<file path="src/design/ohcs_ram.sv">
// Generic single-write, single-read RAM with a registered read port.
// No dependencies.
`timescale 1ns / 1ps
module ohcs_ram #(
    parameter int WIDTH = 8,
    parameter int DEPTH = 16
) (
    input  logic                     aclk,
    input  logic                     we,
    input  logic [$clog2(DEPTH)-1:0] waddr,
    input  logic [WIDTH-1:0]         wdata,
    input  logic                     re,
    input  logic [$clog2(DEPTH)-1:0] raddr,
    output logic [WIDTH-1:0]         rdata
);

    logic [WIDTH-1:0] mem [DEPTH];
    logic [WIDTH-1:0] rdata_reg;

    // Write port and registered read port.
    always_ff @(posedge aclk) begin
        if (we) begin
            mem[waddr] <= wdata;
        end
        if (re) begin
            rdata_reg <= mem[raddr];
        end
    end

    assign rdata = rdata_reg;

endmodule

</file>
<file path="config.mk">
export PLATFORM = sky130hd
export DESIGN_NAME = ohcs_ram
export DESIGN_NICKNAME = d
export VERILOG_FILES = /design/src/design/ohcs_ram.sv
export SDC_FILE = /design/constraint.sdc
export NUM_CORES = 1
export LEC_CHECK = 0
export BUFFER_PORTS_ARGS = -buffer_cell sky130_fd_sc_hd__buf_2
export CORE_MARGIN = 5
export CORE_UTILIZATION = 33
export DETAILED_ROUTE_END_ITERATION = 10
export REMOVE_ABC_BUFFERS = 1
export SYNTH_ARGS = -nofsm -noshare
export SYNTH_HDL_FRONTEND = slang
export SYNTH_SLANG_ARGS = --single-unit
</file>
<file path="constraint.sdc">
create_clock -name aclk -period 1.96 [get_ports aclk]
set_clock_uncertainty 0.2 [all_clocks]
set_input_delay 0.294 -clock aclk [delete_from_list [all_inputs] [get_ports aclk]]
set_output_delay 0.294 -clock aclk [all_outputs]
set_load 0.01 [all_outputs]
</file>
==> key figures <==
Outcome
  • Status: completed

Timing
  • Slew Limit Fails: 0
  • RSZ-0062 raised after global routing: no
  • Fin. Hold Viols: 0
  • Final setup viols: 0
  • Period minus WS final: 1670 ps
  • Tcrit/Tclk final: 0.853
  • Worst Max-Slew Pin Slew: 344 ps
  • Relative slew slack: 0.771
  • Fmax achieved: 598 MHz

Critical path
  • Worst Setup End Kind: flip-flop
  • CP max FO: 1
  • CP Class: reg -> reg
  • CP required: 1910 ps
  • Startpoint types: flip-flop
  • Data arrival, critical path: 1620 ps

Synthesis
  • Syn_area_per_cell: 22.8 um^2
  • Library cells used by synthesis: 18
  • Top post-synthesis cells by count: edfxtp_1 (136), mux4_2 (18), a22oi_1 (16)
  • Post-synth top area share: 0.781
  • Number of synthesized flops with an enable pin: 136
  • Ys Warns: 0
  • Most used DFF post-synth: edfxtp_1
  • FFs w/ async S/R, synth: 0
  • Top-count cell post-synth: edfxtp_1
  • Yosys top cell by area: edfxtp_1
  • FF+latch count, synth: 136
  • Dominant cells by area after synthesis: edfxtp_1 (78%), mux4_2 (7.8%), mux4_1 (7.0%), a22oi_1 (2.3%), nor2_1 (0.93%)
  • Post-synthesis sequential area ratio: 0.781
  • Post-Syn Area: 5230 um^2
  • Cells after synthesis: 229

Global routing
  • Initial antenna violation count: 0
  • Global-route wire length before repair: 16100 um
  • Largest net degree at the start of global routing: 18
  • Vias in the first global route: 2694
  • GRT Total Usage: 0.122
  • Total gr overflow: 0

CTS
  • CTS tree: built
  • Gates resized, CTS repair: 0
  • Clk buf depth: 2
  • H-tree depth: 4
  • CTS Buf Count: 17
  • Clock Latency Late Sink: 410 ps
  • Clk root buf: clkbuf_16
  • Setup Fix Bufs, Post-CTS: 0
  • Clock Pin Slew Worst Setup and Hold Paths: 50 ps
  • Clock sink count: 136
  • Hold buffers post-CTS: 0

Finish
  • Max FFs per register: 128
  • Final core utilization: 0.404
  • Layout area overhead: 21.5%
  • Share of cells above drive strength 1: 0.319
  • Number of nets in the layout: 309
  • Number of diodes: 0

Route
  • Via count: 2482
  • Via/cell ratio: 4.80
  • Drt first pass iters: 4
  • Initial DRC Count: 228
  • Wire length per cell: 19.5 um
  • Antenna-violating nets left: 0
  • Final WL: 10100 um
  • DRC viols: 0

Floorplanning
  • Die Y: 136 um
  • Cell Rows: 46
  • Initial core utilization: 0.333
  • Die X: 136 um
  • Core box area: 15700 um^2
  • Num ports: 27
  • Die Area: 18500 um^2

Pwr
  • Leakage: 2.14 nW
  • Worst IR drop on VDD: 0.000560 V
  • Pwr dens: 1060 nW/um^2
  • PnR Total Power: 6.76 mW

Placement
  • Input/output buffers: 26
  • Post-DP HPWL: 6840 um
  • Gpl congestion: 0.692

Run
  • Max Cap Viol: 0

Hold path
  • Worst Hold Class: in -> reg
==> report_power, final <==
part	total [mW]	switching [mW]	internal, mW
registers	3.30	0.0173	3.28
logic	0.310	0.173	0.137
clock network	3.15	1.06	2.09
==> routing by layer <==
metal	track usage	wire length, um	vias to the layer above
met5	0	0	-
met4	0.0386	82	0
met3	0.0433	540	8
met2	0.187	4990	60
met1	0.165	4490	1312
li1	-	-	1102
==> cells in the final DEF (no fill, tap or decap) <==
cell type	n
edfxtp_1	136
mux4_2	18
nand2b_1	2
nand3b_1	2
nor3_1	4
and2b_1	1
buf_12	2
and2_1	1
clkbuf_16	17
nor2b_1	1
bufinv_16	4
or3b_2	1
nand3_1	1
clkinv_4	1
buf_2	26
nor2_1	13
buf_4	24
clkinv_2	3
clkinv_1	4
clkbuf_1	1
mux4_1	14
nand2_1	9
a22oi_1	16
==> through the flow <==
stage	TNS, ps	setup WS (ps)	cell area (um^2)	hold WS [ps]	std cells
6_report	0	288	6350	55.4	517
3_3_place_gp	-504	-142	5760	464	487
5_1_grt	0	215	6350	41.9	517
3_5_place_dp	-549	-156	5760	468	487
4_1_cts	0	254	6350	39.7	517
2_1_floorplan	-215	-26.9	5140	193	219
==> kinds of logic after synthesis <==
group | after synthesis | synth area share
flops | 136 | 0.781
simple gates | 35 | 0.0314
mux | 32 | 0.148
compound gates | 16 | 0.0230
buf+inv | 10 | 0.0165
==> cell type report <==
cell class | instances | area (um^2)
Timing Repair Buffer | 52 | 350
Tap cell | 216 | 270
Clock buffer | 18 | 429
Fill cell | 1382 | 9360
Clock inverter | 12 | 159
Multi-Input combinational cell | 83 | 1060
Sequential cell | 136 | 4080
==> critical path, stage by stage (launching register included) <==
cell	delay, ps
edfxtp_1	360
mux4_1	530
a22oi_1	250
nand2_1	70
==> final timing paths <==
kind                            cells past startpoint       start  endpoint  slack (ps)
worst min register to register                      3  mem[14][2]  rdata[2]         560
worst min-delay path                                1          re  rdata[4]          60
worst max-delay path                                3   mem[8][5]  rdata[5]         290
worst max register to register                      3   mem[8][5]  rdata[5]         290
Power figures use the tool's default switching activity.
