File: src/design/ohcs_pkg.sv
// Package for the ordered hash-compaction set: sizes, payload structs,
// divider request/response structs and register indexes.
// No dependencies.
`timescale 1ns / 1ps
package ohcs_pkg;

    localparam int TABLE_DEPTH = 4096;
    localparam int ADDR_W      = $clog2(TABLE_DEPTH);
    localparam int SIZE_W      = 13;
    localparam int CB_W        = 7;
    localparam int WORD_W      = 32;
    localparam int SIG_W       = 64;
    localparam int PADDR_W     = 3;

    localparam logic [SIZE_W-1:0] SIZE_MIN   = SIZE_W'(3);
    localparam logic [SIZE_W-1:0] SIZE_MAX   = SIZE_W'(TABLE_DEPTH);
    localparam logic [SIZE_W-1:0] SIZE_RESET = SIZE_W'(4093);
    localparam logic [CB_W-1:0]   CB_RESET   = CB_W'(40);

    // Register indexes, taken from paddr[2].
    localparam logic REG_TABLE_SIZE      = 1'b0;
    localparam logic REG_COMPRESSED_BITS = 1'b1;

    // Result status codes.
    localparam logic [1:0] ST_INSERTED = 2'd0;
    localparam logic [1:0] ST_PRESENT  = 2'd1;
    localparam logic [1:0] ST_FULL     = 2'd2;

    typedef struct packed {
        logic [WORD_W-1:0] key_home;
        logic [WORD_W-1:0] key_high;
        logic [WORD_W-1:0] key_low;
        logic              permanent;
    } in_item_t;

    typedef struct packed {
        logic [1:0]        status;
        logic [11:0]       slot_index;
        logic [SIZE_W-1:0] stored_total;
    } out_item_t;

    typedef struct packed {
        logic              start;
        logic [WORD_W-1:0] dividend;
        logic [SIZE_W-1:0] divisor;
    } div_req_t;

    typedef struct packed {
        logic              done;
        logic [SIZE_W-1:0] remainder;
    } div_rsp_t;

    // (h + s) mod ts, valid while h < ts and s < ts.
    function automatic logic [ADDR_W-1:0] add_mod(input logic [ADDR_W-1:0] h,
                                                  input logic [ADDR_W-1:0] s,
                                                  input logic [SIZE_W-1:0] ts);
        logic [ADDR_W:0] sum;
        begin
            sum = {1'b0, h} + {1'b0, s};
            if (SIZE_W'(sum) >= ts) begin
                sum = sum - (ADDR_W+1)'(ts);
            end
            return sum[ADDR_W-1:0];
        end
    endfunction

endpackage

File: src/design/ohcs_divider.sv
// Restoring remainder unit: one dividend bit per cycle.
// Depends on ohcs_pkg.
`timescale 1ns / 1ps
module ohcs_divider (
    input  logic              aclk,
    input  logic              aresetn,
    input  ohcs_pkg::div_req_t req,
    output ohcs_pkg::div_rsp_t rsp
);
    import ohcs_pkg::*;

    localparam int CNT_W = $clog2(WORD_W);

    logic              busy_reg, busy_next;
    logic              done_reg, done_next;
    logic [CNT_W-1:0]  cnt_reg, cnt_next;
    logic [WORD_W-1:0] dvd_reg, dvd_next;
    logic [SIZE_W-1:0] dvs_reg, dvs_next;
    logic [SIZE_W-1:0] rem_reg, rem_next;
    logic [SIZE_W:0]   shifted;

    // One shift-and-subtract step per cycle.
    always_comb begin
        busy_next = busy_reg;
        done_next = 1'b0;
        cnt_next  = cnt_reg;
        dvd_next  = dvd_reg;
        dvs_next  = dvs_reg;
        rem_next  = rem_reg;
        shifted   = {rem_reg, dvd_reg[WORD_W-1]};
        if (req.start) begin
            busy_next = 1'b1;
            cnt_next  = '0;
            dvd_next  = req.dividend;
            dvs_next  = req.divisor;
            rem_next  = '0;
        end else if (busy_reg) begin
            if (shifted >= {1'b0, dvs_reg}) begin
                rem_next = SIZE_W'(shifted - {1'b0, dvs_reg});
            end else begin
                rem_next = SIZE_W'(shifted);
            end
            dvd_next = {dvd_reg[WORD_W-2:0], 1'b0};
            cnt_next = cnt_reg + 1'b1;
            if (cnt_reg == CNT_W'(WORD_W - 1)) begin
                busy_next = 1'b0;
                done_next = 1'b1;
            end
        end
    end

    always_ff @(posedge aclk) begin
        if (!aresetn) begin
            busy_reg <= 1'b0;
            done_reg <= 1'b0;
            cnt_reg  <= '0;
        end else begin
            busy_reg <= busy_next;
            done_reg <= done_next;
            cnt_reg  <= cnt_next;
        end
        dvd_reg <= dvd_next;
        dvs_reg <= dvs_next;
        rem_reg <= rem_next;
    end

    assign rsp.done      = done_reg;
    assign rsp.remainder = rem_reg;

endmodule

File: config.mk
export PLATFORM = sky130hd
export DESIGN_NAME = ohcs_divider
export DESIGN_NICKNAME = d
export VERILOG_FILES = /design/src/design/ohcs_pkg.sv /design/src/design/ohcs_divider.sv
export SDC_FILE = /design/constraint.sdc
export NUM_CORES = 1
export LEC_CHECK = 0
export BUFFER_PORTS_ARGS = -buffer_cell sky130_fd_sc_hd__buf_2
export CAP_MARGIN = 15
export CORE_MARGIN = 2
export CORE_UTILIZATION = 55
export DETAILED_ROUTE_END_ITERATION = 10
export PLACE_DENSITY = 0.79
export SLEW_MARGIN = 25
export SYNTH_ARGS = -nofsm -noshare
export SYNTH_HDL_FRONTEND = slang
export SYNTH_SLANG_ARGS = --single-unit
File: constraint.sdc
create_clock -name aclk -period 4.49 [get_ports aclk]
set_input_delay 0.898 -clock aclk [delete_from_list [all_inputs] [get_ports aclk]]
set_output_delay 0.898 -clock aclk [all_outputs]
set_load 0.01 [all_outputs]
==> qor.yml <==
outcome:
  status: "finished, final reports clean"
clock_tree:
  cts_max_level: 3
  cts_buffers: 9
  tritoncts_num_sinks: 65
  cts_tree: "yes"
  cts_root_buf: "clkbuf_8"
  cts_hold_buf: 0
  post_cts_buffers: 0
  clk_pin_slew_ps: 70
  cts-resized-gates: 0
  clkLatencyLatePin_ps: 330
  clockBufferDepth: 2
global_route:
  antenna_found_initial: 0
  grt_max_degree: 35
  grt_usage: 0.204
  first_global_vias: 2253
  grt_pass1_wl_mm: 10.1
  grt-ovfl-total: 0
placed_design:
  placedInstanceArea_mm2: 0.00366
  place_congestion: 0.815
  dp_cells: 409
  port_buffers: 61
  hpwl_mm: 4.25
  place_ws_ps: 2030
floorplanning:
  rows: 28
  die-area_mm2: 0.00660
  initial_core_util: 0.561
  die_w_um: 81.3
  dieHeight_um: 81.3
  ioPinCount: 62
  core_mm2: 0.00585
worst_setup_path:
  cp-end-kind: "flip-flop"
  required_ps: 4730
  crit_chain: "inv_1 -> ha_1 -> fa_1 -> nand2b_1 -> a211oi_2 -> o21ai_1 -> and3_1 -> or3_1 -> a311oi_2"
  cp.arrival_ps: 2720
  worst-path-max-fanout: 9
  max_stage_delay_ps: 410
  reg2reg_depth: 9
  cp_slowest_cell: "or3_1"
  reg2reg_slack_ps: 2010
  crit_type: "reg2reg"
  start_kind: "flip-flop"
pwr:
  power_mw: 1.45
  power_density_mw_per_mm2: 377
  ir_worst_vdd_v: 0.000237
  p_leak_nw: 1.66
logic_synthesis:
  yosys_warnings: 0
  ys_seq_area_frac: 0.534
  synth_cell_types: 43
  synth-async-reset-ratio: 0
  synth_edf_count: 45
  netlist_area_mm2: 0.00328
  synth_ff_type: "edfxtp_1"
  synth_seq_cells: 65
  syn-mean-instance-area_um2: 11.7
  syn-num-nets: 344
  synth_cells: 280
sta:
  setup_violations: 0
  relSlewSlack: 0.663
  report.final.hold_viol_count: 0
  fin_crit_ps: 2480
  worst_pin_slew_ps: 505
  holdWs_ps: 509
  setup-tns-final_ps: 0
  rsz0062_at_grt: "no"
  timing.fmax_mhz: 403
  fin_worst_skew_ps: 8.24
  drv_slew: 0
  fin_crit_sh: 0.552
  fin_ws_ps: 2010
detailed_routing:
  wire_per_inst_um: 14.2
  first_iter_violations: 125
  drcViolationCount: 0
  drt.antenna.violating_nets: 0
  drtPass1Iterations: 4
  num_vias: 2287
  drt_wl_total_mm: 6.03
  viasPerCell: 5.38
cells_and_area:
  largest_register_ffs: 32
  final_cells: 425
  final_core_util: 0.657
  area.growth.synth_to_final_pct: 17.0
  nets: 409
  stdcell_area_mm2: 0.00384
  drive_above_1_share: 0.329
  diodes: 0
min_path:
  min_delay_path_depth: 2
  hp-class: "reg2reg"
run:
  cap_violations: 0
## worst paths after layout
kind,from,end
worst min-delay path,cnt_reg[4],cnt_reg[4]
worst min register to register,cnt_reg[4],cnt_reg[4]
worst max-delay path,dvd_reg[31],rem_reg[11]
worst max register to register,dvd_reg[31],rem_reg[11]
## layer usage
metal	vias to the layer above	wire length, um	track usage	share of wire
met5	-	0	0	0
met4	0	55	0.0678	0.0091
met3	6	407	0.0878	0.068
met2	50	2800	0.325	0.46
met1	1081	2760	0.250	0.46
li1	1150	-	-	-
## Yosys cell counts, types with 5 or more instances
master	number	area, um2
o21ai_0	5	25.0
inv_1	18	67.6
nand2b_1	7	43.8
ha_1	15	188
edfxtp_1	45	1350
xnor2_1	6	52.6
nand2_1	15	56.3
nor2_1	24	90.1
mux2_2	31	349
mux2i_1	8	80.1
a21oi_1	14	70.1
nand3_1	6	30.0
dfxtp_1	20	400
## worst max-delay path, delay by kind of cell (launching register included)
family | cells | cell delay, ps
AOI/OAI and AO/OA | 3 | 520
adders and majority gates | 2 | 600
buffers and inverters | 1 | 50
DFF | 1 | 330
and+or+nand+nor | 3 | 880
## cell type report
class	instances	area, um2
tap	75	93.8
clock inverter	7	61.3
fill	451	2010
multi-input combinational	187	1420
inverter	18	67.6
timing repair buffer	64	328
sequential	65	1750
clock buffer	9	124
## layout by cell type (no fill, tap or decap), types with 2 or more instances in the layout
cell type	synthesis	final
buf_2	0	61
edfxtp_1	45	45
mux2_2	31	31
nor2_1	24	24
dfxtp_1	20	20
inv_1	18	18
nand2_1	15	15
ha_1	15	15
a21oi_1	14	14
clkbuf_8	0	9
mux2i_1	8	8
nand2b_1	7	7
nand3_1	6	6
xnor2_1	6	6
o21ai_0	5	5
and3_1	4	4
nor2b_1	4	4
nor3_1	4	4
a21o_1	4	4
a311oi_1	4	4
or3_1	4	4
o21ai_1	3	3
a211oi_1	3	3
xor2_1	3	3
o21a_1	3	3
clkinv_1	0	3
buf_4	1	3
o21ai_2	2	2
nand4_1	2	2
and2_1	2	2
a22o_1	2	2
clkinvlp_4	0	2
## power breakdown
part	leakage, nW	internal, mW	switching (mW)	total, mW
Sequential	0.613	0.700	0.0223	0.723
Clock	0.0877	0.249	0.218	0.467
Combinational	0.960	0.121	0.138	0.258
## cells by family (layout without fill, tap and decap cells)
| logic type | after synthesis | in the layout | synth area share |
|---|---|---|---|
| AO/OA/AOI/OAI | 51 | 51 | 0.109 |
| buffers and inverters | 28 | 98 | 0.0354 |
| XOR/XNOR | 9 | 9 | 0.0240 |
| adder cells (fa/ha/maj) | 16 | 16 | 0.0633 |
| multiplexers | 39 | 39 | 0.131 |
| flip-flops | 65 | 65 | 0.534 |
| AND/OR/NAND/NOR | 72 | 72 | 0.104 |
No activity file was read; power rests on OpenSTA's default activity.
